<file path="src/hw/rtl/motor_drive_frame_sender_core_defines.svh">
// assertion macros for the frame sender rtl
`ifndef MOTOR_DRIVE_FRAME_SENDER_CORE_DEFINES_SVH
`define MOTOR_DRIVE_FRAME_SENDER_CORE_DEFINES_SVH

// same-cycle implication, checked out of reset
`define MDFS_ASSERT_IMP(lbl, ante, cons, msg) \
  lbl: assert property (@(posedge clk_i) disable iff (!rst_ni) (ante) |-> (cons)) \
    else $error(msg);

// next-cycle implication, checked out of reset
`define MDFS_ASSERT_NXT(lbl, ante, cons, msg) \
  lbl: assert property (@(posedge clk_i) disable iff (!rst_ni) (ante) |=> (cons)) \
    else $error(msg);

`endif

</file>
<file path="src/hw/rtl/mdfs_pkg.sv">
// types, constants and crc function of the frame sender
`default_nettype none

package mdfs_pkg;

  localparam int MAX_WORDS = 4;
  localparam int WIDX_W    = $clog2(MAX_WORDS);
  localparam int LEN_W     = 2;
  // counter covers both the crc byte steps and the transmit burst
  localparam int CNT_W     = $clog2(2 * (MAX_WORDS + 2) + 1);

  localparam logic [7:0]  ANS_OK          = 8'h4F;
  localparam logic [7:0]  ANS_FAIL        = 8'h46;
  localparam logic [15:0] CRC_POLY        = 16'h1021;
  localparam logic [7:0]  NODE_ID_RST     = 8'd1;
  localparam logic [15:0] TIMEOUT_RST     = 16'd500;
  localparam logic [3:0]  MAX_ATTEMPT_RST = 4'd6;

  typedef enum logic [1:0] {
    MODE_START = 2'd0,
    MODE_RX    = 2'd1,
    MODE_TICK  = 2'd2,
    MODE_NONE  = 2'd3
  } mode_e;

  typedef enum logic [2:0] {
    ST_OK            = 3'd0,
    ST_OP_REFUSED    = 3'd1,
    ST_OP_ODD        = 3'd2,
    ST_FRAME_REFUSED = 3'd3,
    ST_FRAME_ODD     = 3'd4,
    ST_NO_ANSWER     = 3'd5
  } status_e;

  typedef enum logic [1:0] {
    CFG_NODE_ID      = 2'd0,
    CFG_TIMEOUT      = 2'd1,
    CFG_MAX_ATTEMPTS = 2'd2
  } cfg_idx_e;

  typedef struct packed {
    logic    load_frame;
    logic    crc_step;
    logic    clr_wait;
    logic    tick_wait;
    logic    inc_attempt;
    logic    burst_clr;
    logic    burst_emit;
    logic    single_emit;
    logic    single_is_status;
    status_e status;
  } dp_cmd_t;

  typedef struct packed {
    logic crc_last;
    logic burst_last;
    logic out_free;
    logic attempts_used;
    logic timed_out;
  } dp_stat_t;

  // eight msb-first crc steps, data bit shifted in at the bottom
  function automatic logic [15:0] crc_byte(input logic [15:0] crc, input logic [7:0] b);
    logic [15:0] c;
    logic        carry;
    c = crc;
    for (int i = 7; i >= 0; i--) begin
      carry = c[15];
      c     = {c[14:0], b[i]};
      if (carry) begin
        c = c ^ CRC_POLY;
      end
    end
    return c;
  endfunction

endpackage

`default_nettype wire

</file>
<file path="src/hw/rtl/motor_drive_frame_sender_core.sv">
// frame sender top level: controller, datapath and result checks
//
//   channel   handshake              payload
//   in        in_valid_i/in_ready_o  mode, opcode, word_count_less_one, data_word0..3, rx_byte
//   out       out_valid_o/out_ready_i kind, tx_byte, status, last
//   cfg       cfg_we_i               cfg_idx_i, cfg_data_i (no wait, no read-back)
//
// a start passes through S_CRC, S_TRY and S_EMIT: the crc unit folds one byte per cycle
// a received 'O' sends 2*len+5 bytes, one per cycle while the output is taken
// a tick passes through S_TICK, and on a timeout S_TRY and S_EMIT for a resend; an answer
// that ends the frame passes through S_EMIT, and ignored items stay in S_IN
// one item at a time: in_ready_o is low until its results are all loaded
// the output register lets the next item in while the last result waits
// reset clears control, counters and config to defaults; no clearing pass
`default_nettype none
`include "motor_drive_frame_sender_core_defines.svh"

module motor_drive_frame_sender_core import mdfs_pkg::*; (
  input  wire logic             clk_i,
  input  wire logic             rst_ni,
  input  wire logic             cfg_we_i,
  input  wire logic [1:0]       cfg_idx_i,
  input  wire logic [15:0]      cfg_data_i,
  input  wire logic             in_valid_i,
  output logic                  in_ready_o,
  input  wire logic [1:0]       mode_i,
  input  wire logic [7:0]       opcode_i,
  input  wire logic [LEN_W-1:0] word_count_less_one_i,
  input  wire logic [15:0]      data_word0_i,
  input  wire logic [15:0]      data_word1_i,
  input  wire logic [15:0]      data_word2_i,
  input  wire logic [15:0]      data_word3_i,
  input  wire logic [7:0]       rx_byte_i,
  output logic                  out_valid_o,
  input  wire logic             out_ready_i,
  output logic                  kind_o,
  output logic [7:0]            tx_byte_o,
  output logic [2:0]            status_o,
  output logic                  last_o
);

  dp_cmd_t  cmd;
  dp_stat_t stat;

  mdfs_ctrl u_ctrl (
    .clk_i      (clk_i),
    .rst_ni     (rst_ni),
    .in_valid_i (in_valid_i),
    .in_ready_o (in_ready_o),
    .mode_i     (mode_i),
    .rx_byte_i  (rx_byte_i),
    .stat_i     (stat),
    .cmd_o      (cmd)
  );

  mdfs_dp u_dp (
    .clk_i                 (clk_i),
    .rst_ni                (rst_ni),
    .cfg_we_i              (cfg_we_i),
    .cfg_idx_i             (cfg_idx_i),
    .cfg_data_i            (cfg_data_i),
    .opcode_i              (opcode_i),
    .word_count_less_one_i (word_count_less_one_i),
    .data_word0_i          (data_word0_i),
    .data_word1_i          (data_word1_i),
    .data_word2_i          (data_word2_i),
    .data_word3_i          (data_word3_i),
    .cmd_i                 (cmd),
    .stat_o                (stat),
    .out_valid_o           (out_valid_o),
    .out_ready_i           (out_ready_i),
    .kind_o                (kind_o),
    .tx_byte_o             (tx_byte_o),
    .status_o              (status_o),
    .last_o                (last_o)
  );

  // a finish result carries no byte and always closes the item
  `MDFS_ASSERT_IMP(a_finish_shape, out_valid_o && kind_o, (tx_byte_o == 8'h00) && last_o, "finish result malformed")
  // a byte result carries no status
  `MDFS_ASSERT_IMP(a_byte_status, out_valid_o && !kind_o, status_o == ST_OK, "byte result has status")
  // mid-burst no new item is taken
  `MDFS_ASSERT_IMP(a_burst_hold, out_valid_o && !last_o, !in_ready_o, "input taken mid-burst")
  // a burst keeps the output filled until its last byte
  `MDFS_ASSERT_NXT(a_burst_cont, out_valid_o && !last_o, out_valid_o, "gap inside burst")

endmodule

`default_nettype wire

</file>
<file path="src/hw/rtl/mdfs_dp.sv">
// frame sender datapath: config, frame store, crc, counters, result register
`default_nettype none

module mdfs_dp import mdfs_pkg::*; (
  input  wire logic              clk_i,
  input  wire logic              rst_ni,
  input  wire logic              cfg_we_i,
  input  wire logic [1:0]        cfg_idx_i,
  input  wire logic [15:0]       cfg_data_i,
  input  wire logic [7:0]        opcode_i,
  input  wire logic [LEN_W-1:0]  word_count_less_one_i,
  input  wire logic [15:0]       data_word0_i,
  input  wire logic [15:0]       data_word1_i,
  input  wire logic [15:0]       data_word2_i,
  input  wire logic [15:0]       data_word3_i,
  input  wire dp_cmd_t           cmd_i,
  output dp_stat_t               stat_o,
  output logic                   out_valid_o,
  input  wire logic              out_ready_i,
  output logic                   kind_o,
  output logic [7:0]             tx_byte_o,
  output logic [2:0]             status_o,
  output logic                   last_o
);

  logic [7:0]       node_id_q;
  logic [15:0]      timeout_q;
  logic [3:0]       max_att_q;
  logic [7:0]       opcode_q;
  logic [LEN_W-1:0] len_q;
  logic [15:0]      words_q [MAX_WORDS];
  logic [15:0]      crc_q;
  logic [3:0]       attempt_q;
  logic [15:0]      wait_q;
  logic [CNT_W-1:0] cnt_q;
  logic             out_valid_q;
  logic             kind_q;
  logic [7:0]       tx_q;
  logic [2:0]       status_q;
  logic             last_q;

  logic [LEN_W-1:0] len_in;
  logic [CNT_W-1:0] len_ext;
  logic [CNT_W-1:0] wi;
  logic [CNT_W-1:0] bm;
  logic [15:0]      crc_word;
  logic [7:0]       crc_in;
  logic [15:0]      bw;
  logic [7:0]       burst_byte;
  logic             out_free;

  assign len_in  = (word_count_less_one_i > LEN_W'(MAX_WORDS - 1)) ?
                   LEN_W'(MAX_WORDS - 1) : word_count_less_one_i;
  assign len_ext = CNT_W'(len_q);

  // crc walks header, data words, zero word, high byte first
  always_comb begin
    wi = cnt_q >> 1;
    if (wi == '0) begin
      crc_word = {opcode_q, {(8 - LEN_W){1'b0}}, len_q};
    end else if (wi <= len_ext + CNT_W'(1)) begin
      crc_word = words_q[WIDX_W'(wi - CNT_W'(1))];
    end else begin
      crc_word = 16'h0000;
    end
    crc_in = cnt_q[0] ? crc_word[7:0] : crc_word[15:8];
  end

  // burst: len byte, words low byte first, crc low then high
  always_comb begin
    bm = cnt_q - CNT_W'(1);
    bw = words_q[WIDX_W'(bm >> 1)];
    if (cnt_q == '0) begin
      burst_byte = {{(8 - LEN_W){1'b0}}, len_q};
    end else if (cnt_q <= (len_ext << 1) + CNT_W'(2)) begin
      burst_byte = bm[0] ? bw[15:8] : bw[7:0];
    end else if (cnt_q == (len_ext << 1) + CNT_W'(3)) begin
      burst_byte = crc_q[7:0];
    end else begin
      burst_byte = crc_q[15:8];
    end
  end

  assign out_free = !out_valid_q || out_ready_i;

  assign stat_o.crc_last      = (cnt_q == (len_ext << 1) + CNT_W'(5));
  assign stat_o.burst_last    = (cnt_q == (len_ext << 1) + CNT_W'(4));
  assign stat_o.out_free      = out_free;
  assign stat_o.attempts_used = (attempt_q >= max_att_q);
  assign stat_o.timed_out     = (wait_q >= timeout_q);

  always_ff @(posedge clk_i or negedge rst_ni) begin
    if (!rst_ni) begin
      node_id_q   <= NODE_ID_RST;
      timeout_q   <= TIMEOUT_RST;
      max_att_q   <= MAX_ATTEMPT_RST;
      opcode_q    <= '0;
      len_q       <= '0;
      crc_q       <= '0;
      attempt_q   <= '0;
      wait_q      <= '0;
      cnt_q       <= '0;
      out_valid_q <= 1'b0;
    end else begin
      if (cfg_we_i) begin
        case (cfg_idx_i)
          CFG_NODE_ID:      node_id_q <= cfg_data_i[7:0];
          CFG_TIMEOUT:      timeout_q <= cfg_data_i;
          CFG_MAX_ATTEMPTS: max_att_q <= cfg_data_i[3:0];
          default: ;
        endcase
      end
      if (cmd_i.load_frame) begin
        opcode_q  <= opcode_i;
        len_q     <= len_in;
        crc_q     <= '0;
        attempt_q <= '0;
        cnt_q     <= '0;
      end else if (cmd_i.crc_step) begin
        crc_q <= crc_byte(crc_q, crc_in);
        cnt_q <= cnt_q + CNT_W'(1);
      end else if (cmd_i.burst_clr) begin
        cnt_q <= '0;
      end else if (cmd_i.burst_emit) begin
        cnt_q <= cnt_q + CNT_W'(1);
      end
      if (cmd_i.inc_attempt) begin
        attempt_q <= attempt_q + 4'd1;
      end
      if (cmd_i.clr_wait) begin
        wait_q <= '0;
      end else if (cmd_i.tick_wait && wait_q != 16'hFFFF) begin
        wait_q <= wait_q + 16'd1;
      end
      if (cmd_i.burst_emit || cmd_i.single_emit) begin
        out_valid_q <= 1'b1;
      end else if (out_ready_i) begin
        out_valid_q <= 1'b0;
      end
    end
  end

  // frame words and result payload carry no reset
  always_ff @(posedge clk_i) begin
    if (cmd_i.load_frame) begin
      words_q[0] <= data_word0_i;
      words_q[1] <= {node_id_q, data_word1_i[7:0]};
      words_q[2] <= data_word2_i;
      words_q[3] <= data_word3_i;
    end
    if (cmd_i.burst_emit) begin
      kind_q   <= 1'b0;
      tx_q     <= burst_byte;
      status_q <= ST_OK;
      last_q   <= stat_o.burst_last;
    end else if (cmd_i.single_emit) begin
      kind_q   <= cmd_i.single_is_status;
      tx_q     <= cmd_i.single_is_status ? 8'h00 : opcode_q;
      status_q <= cmd_i.single_is_status ? cmd_i.status : ST_OK;
      last_q   <= 1'b1;
    end
  end

  assign out_valid_o = out_valid_q;
  assign kind_o      = kind_q;
  assign tx_byte_o   = tx_q;
  assign status_o    = status_q;
  assign last_o      = last_q;

endmodule

`default_nettype wire

</file>
<file path="src/hw/rtl/mdfs_ctrl.sv">
// frame sender controller: link phase and sequencing of datapath commands
`default_nettype none

module mdfs_ctrl import mdfs_pkg::*; (
  input  wire logic       clk_i,
  input  wire logic       rst_ni,
  input  wire logic       in_valid_i,
  output logic            in_ready_o,
  input  wire logic [1:0] mode_i,
  input  wire logic [7:0] rx_byte_i,
  input  wire dp_stat_t   stat_i,
  output dp_cmd_t         cmd_o
);

  typedef enum logic [2:0] {
    S_IN,
    S_CRC,
    S_TICK,
    S_TRY,
    S_EMIT,
    S_BURST
  } state_e;

  typedef enum logic [1:0] {
    PH_IDLE,
    PH_WAIT_OP,
    PH_WAIT_FRAME
  } phase_e;

  state_e  state_q, state_d;
  phase_e  phase_q, phase_d;
  logic    is_status_q, is_status_d;
  status_e status_q, status_d;
  mode_e   mode;

  assign mode       = mode_e'(mode_i);
  assign in_ready_o = (state_q == S_IN);

  always_comb begin
    state_d     = state_q;
    phase_d     = phase_q;
    is_status_d = is_status_q;
    status_d    = status_q;
    cmd_o       = '0;
    cmd_o.single_is_status = is_status_q;
    cmd_o.status           = status_q;
    case (state_q)
      S_IN: begin
        if (in_valid_i) begin
          case (mode)
            MODE_START: begin
              if (phase_q == PH_IDLE) begin
                cmd_o.load_frame = 1'b1;
                state_d          = S_CRC;
              end
            end
            MODE_RX: begin
              if (phase_q == PH_WAIT_OP) begin
                cmd_o.clr_wait = 1'b1;
                if (rx_byte_i == ANS_OK) begin
                  cmd_o.burst_clr = 1'b1;
                  phase_d         = PH_WAIT_FRAME;
                  state_d         = S_BURST;
                end else begin
                  phase_d     = PH_IDLE;
                  is_status_d = 1'b1;
                  status_d    = (rx_byte_i == ANS_FAIL) ? ST_OP_REFUSED : ST_OP_ODD;
                  state_d     = S_EMIT;
                end
              end else if (phase_q == PH_WAIT_FRAME) begin
                cmd_o.clr_wait = 1'b1;
                phase_d        = PH_IDLE;
                is_status_d    = 1'b1;
                if (rx_byte_i == ANS_OK) begin
                  status_d = ST_OK;
                end else if (rx_byte_i == ANS_FAIL) begin
                  status_d = ST_FRAME_REFUSED;
                end else begin
                  status_d = ST_FRAME_ODD;
                end
                state_d = S_EMIT;
              end
            end
            MODE_TICK: begin
              if (phase_q != PH_IDLE) begin
                cmd_o.tick_wait = 1'b1;
                state_d         = S_TICK;
              end
            end
            default: ;
          endcase
        end
      end
      S_CRC: begin
        cmd_o.crc_step = 1'b1;
        if (stat_i.crc_last) begin
          state_d = S_TRY;
        end
      end
      S_TICK: begin
        state_d = stat_i.timed_out ? S_TRY : S_IN;
      end
      S_TRY: begin
        cmd_o.clr_wait = 1'b1;
        if (stat_i.attempts_used) begin
          phase_d     = PH_IDLE;
          is_status_d = 1'b1;
          status_d    = ST_NO_ANSWER;
        end else begin
          cmd_o.inc_attempt = 1'b1;
          phase_d           = PH_WAIT_OP;
          is_status_d       = 1'b0;
        end
        state_d = S_EMIT;
      end
      S_EMIT: begin
        if (stat_i.out_free) begin
          cmd_o.single_emit = 1'b1;
          state_d           = S_IN;
        end
      end
      S_BURST: begin
        if (stat_i.out_free) begin
          cmd_o.burst_emit = 1'b1;
          if (stat_i.burst_last) begin
            state_d = S_IN;
          end
        end
      end
      default: state_d = S_IN;
    endcase
  end

  always_ff @(posedge clk_i or negedge rst_ni) begin
    if (!rst_ni) begin
      state_q     <= S_IN;
      phase_q     <= PH_IDLE;
      is_status_q <= 1'b0;
      status_q    <= ST_OK;
    end else begin
      state_q     <= state_d;
      phase_q     <= phase_d;
      is_status_q <= is_status_d;
      status_q    <= status_d;
    end
  end

endmodule

`default_nettype wire
</file>
<file path="config.mk">
export PLATFORM = sky130hd
export DESIGN_NAME = motor_drive_frame_sender_core
export DESIGN_NICKNAME = d
export VERILOG_FILES = /design/src/hw/rtl/mdfs_pkg.sv /design/src/hw/rtl/motor_drive_frame_sender_core.sv /design/src/hw/rtl/mdfs_dp.sv /design/src/hw/rtl/mdfs_ctrl.sv
export VERILOG_INCLUDE_DIRS = /design/src /design/src/hw/rtl
export SDC_FILE = /design/constraint.sdc
export NUM_CORES = 1
export LEC_CHECK = 0
export ABC_AREA = 1
export ABC_CLOCK_PERIOD_IN_PS = 11370
export BUFFER_PORTS_ARGS = -buffer_cell sky130_fd_sc_hd__buf_2
export CORE_MARGIN = 10
export CORE_UTILIZATION = 46
export CTS_BUF_LIST = sky130_fd_sc_hd__clkbuf_2
export DETAILED_ROUTE_END_ITERATION = 7
export PLACE_DENSITY = 0.66
export SKIP_LAST_GASP = 1
export SYNTH_ARGS = -nofsm -noshare
export SYNTH_HDL_FRONTEND = slang
export SYNTH_HIERARCHICAL = 1
export SYNTH_SLANG_ARGS = --single-unit
</file>
<file path="constraint.sdc">
create_clock -name clk_i -period 11.37 [get_ports clk_i]
set_input_delay 2.274 -clock clk_i [delete_from_list [all_inputs] [get_ports clk_i]]
set_output_delay 2.274 -clock clk_i [all_outputs]
set_load 0.05 [all_outputs]
</file>
==> results.ini, run 1 <==
[outcome]
outcome=finished clean

[synthesis]
synth_compound_area_share_pct=9.83
ys_ff_latch=165
ys_seq_area_share_pct=48.2
netlist_top_cells_area=edfxtp_1 (24%), dfrtp_1 (21%), nand2_1 (16%)
synth_top_cell_by_area=edfxtp_1
synth.cell_area_sq_mm=0.00930
synth_common_cells=nand2_1 (392), inv_1 (161), o21ai_0 (92), dfrtp_1 (79), nand3_1 (78)
yosysMostFrequentCell=nand2_1
yosys.area_share.simple_pct=26.0
synth.net_count=1315
synth_edf_count=73
synth-async-reset-ratio_pct=53.3
synth_top_family_by_area=simple AND/OR/NAND/NOR gates
synth.distinct_cells=40
synth.area.mux_share_pct=0
synth.avg_cell_area_sq_um=7.92
synth-adder-area-share_pct=4.44
yosys.area_share.xor_xnor_pct=2.72
synth_ff_type=dfrtp_1
synth_top_area_share_pct=23.6
ys_warn_count=6
synth_cells=1175

[pwr]
ir_drop_mv=0.140
p_sw_uw=1270
p_leak_uw=0.00515
p_int_uw=1290
power_uw=2570
comb_power_share_pct=53.8
pwr-share-seq_pct=33.9
pwr-share-clk_pct=12.2
power.density_mw_per_mm2=249
swShare_pct=49.6

[route]
wirelength_um=22100
vias_per_cell=5.00
first_pass_iters=6
vias=7755
final_antenna_net_count=0
drt-initial-drc-count=657
drc_errors=0
wl_per_cell_um=14.3

[global_route]
overflow=0
grt_use_total_pct=17.0
grt_pass1_wl_um=36900
grt_max_degree=82
antenna_found_initial=1
grt_pass1_vias=7610

[timing]
hold_viol_final=0
relSlewSlack_pct=28.3
rsz0062_at_grt=no
worstMarginPinSlew_ns=1.07
setup_viol=0
slew_viol_final=0
min_period_ns=4.26
final.period_utilization_pct=37.5
final.setup.tns_ns=0
clock_skew_ns=0.0318
fmax_ghz=0.235

[floorplanning]
die_w_um=162
dieArea_sq_mm=0.0263
io_pins=122
rows=51
die_h_um=162
start_util_pct=47.3
core_area_sq_mm=0.0197

[clocking]
cts.clk_slew.worst_paths_ns=0.24
cts_buffer_depth=2
clkLatencyLatePin_ns=0.73
cts_root_buffer=clkbuf_2
cts.sinks=165
cts_setup_buffers=0
ctsResizeCount=0
hold_buffers=0
cts.htree.levels=4
cts_tree=built
numCtsBuffers=17

[finish]
drive_gt1_share_pct=14.2
nFillCells=1944
seq_area_sq_mm=0.00449
fin_nets=1412
syn2layout_area_growth_pct=10.5
multi_input_area_sq_mm=0.00401
final_util_pct=52.3

[min_path]
hold_path.class=reg2reg

[setup_path]
worstPathRequired_ns=9.10
arrival_ns=1.99
timing.setup.critical_path_class=reg2out
crit_path_end_kind=output pin
cp-start-kind=flip-flop
path_max_fanout=9

[place]
gp_congestion=0.849
hpwl_um=16200
io_buffers=113

[run]
cap_violations=0

registers in the layout, indices dropped and copies added (netlist names):
register,flops
u_dp/timeout_q,16
u_dp/len_q,2
u_dp/opcode_q,8
u_dp/kind_o,1
u_dp/node_id_q,8
u_dp/wait_q,16
u_dp/words_q,64
u_dp/tx_byte_o,8
u_dp/attempt_q,4
u_dp/crc_q,16
u_ctrl/state_q,3
u_ctrl/phase_q,2
u_ctrl/is_status_q,1
u_dp/last_o,1
u_ctrl/status_q,3
u_dp/status_o,3
u_dp/cnt_q,4
u_dp/out_valid_o,1
u_dp/max_att_q,4
stage by stage:
stage	std cells	hold slack [ns]	area [sq um]	setup slack (ns)
CTS	1550	0.469	10300	7.02
detailed placement	1518	0.436	10000	6.36
global route	1552	0.507	10300	6.92
global placement	1518	0.428	10000	6.42
floorplan	1175	0.425	9300	1.60
finish	1552	0.466	10300	7.11
path summary, 6_finish.rpt:
kind	start	end	slack, ns	cells after the start
worst max-delay path	u_ctrl/state_q[0]	in_ready_o	7.11	4
worst min-delay path	u_dp/kind_o	u_dp/kind_o	0.47	2
worst max register to register	u_dp/cnt_q[0]	u_dp/tx_byte_o[0]	7.50	11
worst min register to register	u_dp/kind_o	u_dp/kind_o	0.47	2
max in group asynchronous	rst_ni	u_dp/node_id_q[2]	8.81	2
min in group asynchronous	rst_ni	u_dp/crc_q[3]	1.36	1
kinds of logic after synthesis:
logic type	after synthesis
XOR/XNOR	28
buffers and inverters	204
AO/OA/AOI/OAI	170
adder cells (fa/ha/maj)	33
AND/OR/NAND/NOR	575
flip-flops	165
layout make-up:
class                           count  share of cell area [%]
Timing Repair Buffer              117                    5.82
Tap cell                          265                    3.22
Clock inverter                     12                    1.28
Antenna cell                        2                  0.0487
Multi-Input combinational cell    806                    39.0
Inverter                          165                    6.02
Clock buffer                       20                   0.973
Sequential cell                   165                    43.6
power by group through the flow:
stage / sequential, uW / combinational (uW) / clock (uW)
after floorplan: 919 / 997 / 0
after global placement: 882 / 1350 / 0
after detailed placement: 883 / 1370 / 0
after CTS: 870 / 1380 / 327
after global routing: 888 / 1580 / 350
final: 870 / 1380 / 314
layer usage:
metal  wire [um]  global-route usage [%]  vias to the layer above  part of all wire [%]
met4         190                    3.85                        0                  0.86
met1        9810                    21.9                     3582                    44
met3        1270                    3.39                       11                   5.7
li1            -                       -                     3972                     -
met2       10900                    28.9                      190                    49
met5           0                       0                        -                     0
cells in the final DEF, fill, tap and decap left out, types with 2 or more instances in the layout:
master / instances
diode_2: 2
o22ai_1: 7
nand2_2: 3
nor2_4: 4
nand4_1: 5
o211ai_1: 13
dfstp_2: 9
a21oi_1: 45
clkbuf_2: 20
ha_1: 32
o21ai_1: 8
clkinv_2: 2
nor2_1: 63
inv_1: 161
dfxtp_1: 4
nor3_1: 8
nor2_2: 2
bufinv_16: 2
buf_2: 112
xnor2_1: 9
xor2_1: 18
nand2_1: 392
inv_2: 5
a31oi_1: 2
or2_2: 2
edfxtp_1: 73
nand3_1: 78
nand3b_1: 11
buf_4: 5
nand3_2: 2
o21ai_0: 92
clkinv_4: 4
dfrtp_1: 79
worst max-delay path, cell delays in order (launching register included):
cell and delay, ns:
dfrtp_1 0.57, nor2_4 0.22, nand2_4 0.11, inv_2 0.11, buf_2 0.27
Note: power is estimated with default switching activity, not from simulation.
==> inputs of run 2 (changes only) <==
Settings changed: ABC_CLOCK_PERIOD_IN_PS 11370 to 4450.
Clock period 11.37 ns to 4.45 ns, I/O delays scaled along.
==> results.ini, run 2 (same netlist as run 1, synthesis figures left out) <==
[outcome]
outcome=finished clean

[route]
wirelength_um=22200
first_pass_iters=7
drc_errors=0
final_antenna_net_count=0
drt-initial-drc-count=599
vias_per_cell=4.95
vias=7700
wl_per_cell_um=14.3

[run]
cap_violations=0

[setup_path]
worstPathRequired_ns=3.56
timing.rr.end=u_dp/tx_byte_o[4]
path_max_fanout=9
ff2ff_path_depth=9
crit_path_start=u_ctrl/state_q[0]
critical_path.endpoint=in_ready_o
r2r_start=u_dp/cnt_q[0]
cp-start-kind=flip-flop
ff2ff_setup_slack_ns=1.56
arrival_ns=2.04
crit_path_end_kind=output pin
timing.setup.critical_path_class=reg2out

[finish]
syn2layout_area_growth_pct=11.2
largest_reg_flops=64
layout_common_cells=nand2_1 (392), inv_1 (161), buf_2 (112)
stdcell_area_sq_mm=0.0103
largest-register=u_dp/words_q
drive_gt1_share_pct=14.5
fin_nets=1417
final_common_cell=nand2_1

[global_route]
antenna_found_initial=1
grt_max_degree=71
grt_pass1_vias=7573
grt_pass1_wl_um=36700
grt_use_total_pct=17.2
overflow=0

[place]
hpwl_um=16300
gp_congestion=0.856
dpl-instance-area_sq_mm=0.0101
dpl_worst_slack_ns=1.36
io_buffers=113

[clocking]
cts.htree.levels=4
cts_buffer_depth=2
cts_setup_buffers=0
ctsResizeCount=0
cts_root_buffer=clkbuf_2
numCtsBuffers=17
cts_tree=built
cts.sinks=165
cts.clk_slew.worst_paths_ns=0.22
clkLatencyLatePin_ns=0.76
hold_buffers=0

[timing]
slew_viol_final=0
final.period_utilization_pct=65.8
relSlewSlack_pct=39.5
layout_setup_ws_ns=1.52
final.setup.tns_ns=0
whs_ns=0.234
hold_viol_final=0
clock_skew_ns=0.0397
min_period_ns=2.93
setup_viol=0
fmax_ghz=0.341
worstMarginPinSlew_ns=0.907
rsz0062_at_grt=no

[floorplanning]
die_w_um=162
start_util_pct=47.3
rows=51
io_pins=122
core_area_sq_mm=0.0197
die_h_um=162
dieArea_sq_mm=0.0263

[pwr]
ir_drop_mv=0.332
p_leak_uw=0.00519
power_uw=6630
power.density_mw_per_mm2=641

[min_path]
hold_path.class=in2async

run 2: cell types whose count changed in the layout (fill, tap and decap cells not counted), sizes merged:
cell	previous run	this run
bufinv	2	3
clkinv	6	5
buf	117	122
diode	2	1
run 2: final cells by class:
class                           count  area, sq um
Sequential cell                   165         4490
Tap cell                          265          332
Inverter                          165          619
Clock buffer                       20          100
Timing Repair Buffer              122          636
Antenna cell                        1         2.50
Multi-Input combinational cell    806         4020
Clock inverter                     12          154
Fill cell                        1958         9310
run 2: where the power goes:
group	internal [uW]	switching [uW]	total, uW	leakage, uW
sequential	1950	236	2190	0.00180
combinational	1110	2460	3570	0.00323
clock	323	547	870	0.000159
total	3390	3240	6630	0.00519
run 2: how the worst min path moves through the flow:
stage	startpoint	end	slack (ns)	cells past startpoint
CTS	rst_ni	u_dp/wait_q[11]	0.20	1
finish	rst_ni	u_dp/crc_q[8]	0.23	1
detailed placement	u_dp/kind_o	u_dp/kind_o	0.43	2
global route	data_word2_i[11]	u_dp/words_q[2][11]	0.17	1
global placement	u_dp/kind_o	u_dp/kind_o	0.43	2
floorplan	u_dp/node_id_q[2]	u_dp/words_q[1][10]	0.43	0
run 2: layer usage:
layer  vias to the layer above  GRT usage, %  share of wire [%]
met1                      3550          21.7                 45
met5                         -             0                  0
met2                       153          28.9                 49
met3                        25          3.74                4.7
li1                       3972             -                  -
met4                         0          5.38                1.6
run 2: through the flow:
step	std cells	utilization, %
after floorplan	1175	-
after global placement	1523	51.3
after detailed placement	1523	51.3
after CTS	1555	52.6
after global routing	1556	52.7
final	1556	52.7
run 2: critical path: stages (launching register included):
cell     delay, ns
dfrtp_1       0.56
nor2_4        0.23
nand2_4       0.12
inv_2         0.12
buf_2         0.28
==> inputs of run 3 (changes only) <==
Settings changed: ABC_CLOCK_PERIOD_IN_PS 4450 to 3050.
Clock period 4.45 ns to 3.05 ns, I/O delays scaled along.
==> results.ini, run 3 (same netlist as run 1, synthesis figures left out) <==
[setup_path]
timing.setup.critical_path_class=reg2out
cp-start-kind=flip-flop
r2r_start=u_dp/cnt_q[1]
timing.rr.end=u_dp/crc_q[3]
path_max_fanout=9
worstPathRequired_ns=2.44
ff2ff_path_depth=13
arrival_ns=2.03
crit_path_end_kind=output pin
ff2ff_setup_slack_ns=0.52

[route]
vias=8052
vias_per_cell=4.96
drt-initial-drc-count=534
drc_errors=0
final_antenna_net_count=0
first_pass_iters=5
wirelength_um=23100
wl_per_cell_um=14.2

[global_route]
grt_use_total_pct=17.6
overflow=0
antenna_found_initial=2
grt_pass1_vias=7882
grt_max_degree=57
grt_pass1_wl_um=37800

[clocking]
cts_tree=built
numCtsBuffers=17
clkLatencyLatePin_ns=0.75
cts.sinks=165
cts.clk_slew.worst_paths_ns=0.24
cts_buffer_depth=2
cts_root_buffer=clkbuf_2
cts.htree.levels=4

[place]
io_buffers=113
gp_congestion=0.844
hpwl_um=16400
dpl_worst_slack_ns=0.568
dp.cells=1528
dpl-instance-area_sq_mm=0.0102

[finish]
final_util_pct=56.1
nFillCells=1862
drive_gt1_share_pct=14.2
multi_input_area_sq_mm=0.00402
syn2layout_area_growth_pct=18.5
final_common_cell=nand2_1
largest-register=u_dp/words_q
fin_nets=1482
largest_reg_flops=64
stdcell_area_sq_mm=0.0110
seq_area_sq_mm=0.00449
layout_common_cells=nand2_1 (392), inv_1 (160), buf_2 (112)
final_cells=1622

[floorplanning]
rows=51
die_w_um=162
start_util_pct=47.3
dieArea_sq_mm=0.0263
core_area_sq_mm=0.0197
io_pins=122
die_h_um=162

[timing]
fmax_ghz=0.379
layout_setup_ws_ns=0.412
min_period_ns=2.64
final.setup.tns_ns=0
clock_skew_ns=0.0346
rsz0062_at_grt=no
hold_viol_final=0
slew_viol_final=0
worstMarginPinSlew_ns=0.851
relSlewSlack_pct=43.2
final.period_utilization_pct=86.5
setup_viol=0

[min_path]
hold_path.class=in2reg
min_path_cells=3
min_from=opcode_i[4]
hold_path_end=u_dp/opcode_q[4]

[pwr]
p_leak_uw=0.00548
ir_drop_mv=0.429
power.density_mw_per_mm2=899

[outcome]
outcome=finished clean

[run]
cap_violations=0

==> run 3: layout make-up <==
type | count | area share [%]
clock inverter | 14 | 1.54
tap | 265 | 3.01
sequential | 165 | 40.7
antenna | 2 | 0.0454
inverter | 165 | 5.64
multi-input combinational | 806 | 36.5
clock buffer | 18 | 0.817
timing repair buffer | 187 | 11.8
==> run 3: metal layers <==
metal  wire length [um]  global-route usage [%]  vias up
li1                   -                       -     4102
met1              10100                    21.6     3696
met2              11200                    29.5      219
met3               1320                    4.30       35
met4                462                    5.67        0
met5                  0                       0        -
==> run 3: stage by stage <==
step                      hold slack (ns)  total power (uW)
after floorplan                     0.314              7160
after global placement              0.428              8460
after detailed placement            0.432              8540
after CTS                         0.00220              9890
after global routing              0.00202             10800
final                              0.0547              9910
==> run 3: how the worst max path moves through the flow <==
stage                            from       endpoint  slack [ns]  cells after the start
floorplan                   mode_i[0]  u_dp/cnt_q[3]       -0.83                      8
global placement        u_dp/cnt_q[1]  u_dp/crc_q[3]        0.62                     13
detailed placement      u_dp/cnt_q[1]  u_dp/crc_q[3]        0.57                     13
CTS                 u_ctrl/state_q[0]     in_ready_o        0.36                      4
global route        u_ctrl/state_q[0]     in_ready_o        0.22                      4
finish              u_ctrl/state_q[0]     in_ready_o        0.41                      4
==> run 3: report_power, final <==
group	leakage [uW]	switching, uW	internal, uW
Clock	0.000165	810	476
Sequential	0.00180	354	2850
Combinational	0.00351	3680	1740
Total	0.00548	4850	5070
==> run 3: timing repair <==
item | 4_1_cts | 5_1_grt
hold buffers | 41 | 19
endpoints found under the hold margin | 81 | 19
resized for setup | 0 | 0
buffers inserted | 0 | 0
==> run 3: critical path, stage by stage, from the launching register on <==
cell and delay, ns:
dfrtp_1 0.57, nor2_4 0.22, nand2_4 0.11, inv_2 0.12
buf_2 0.28
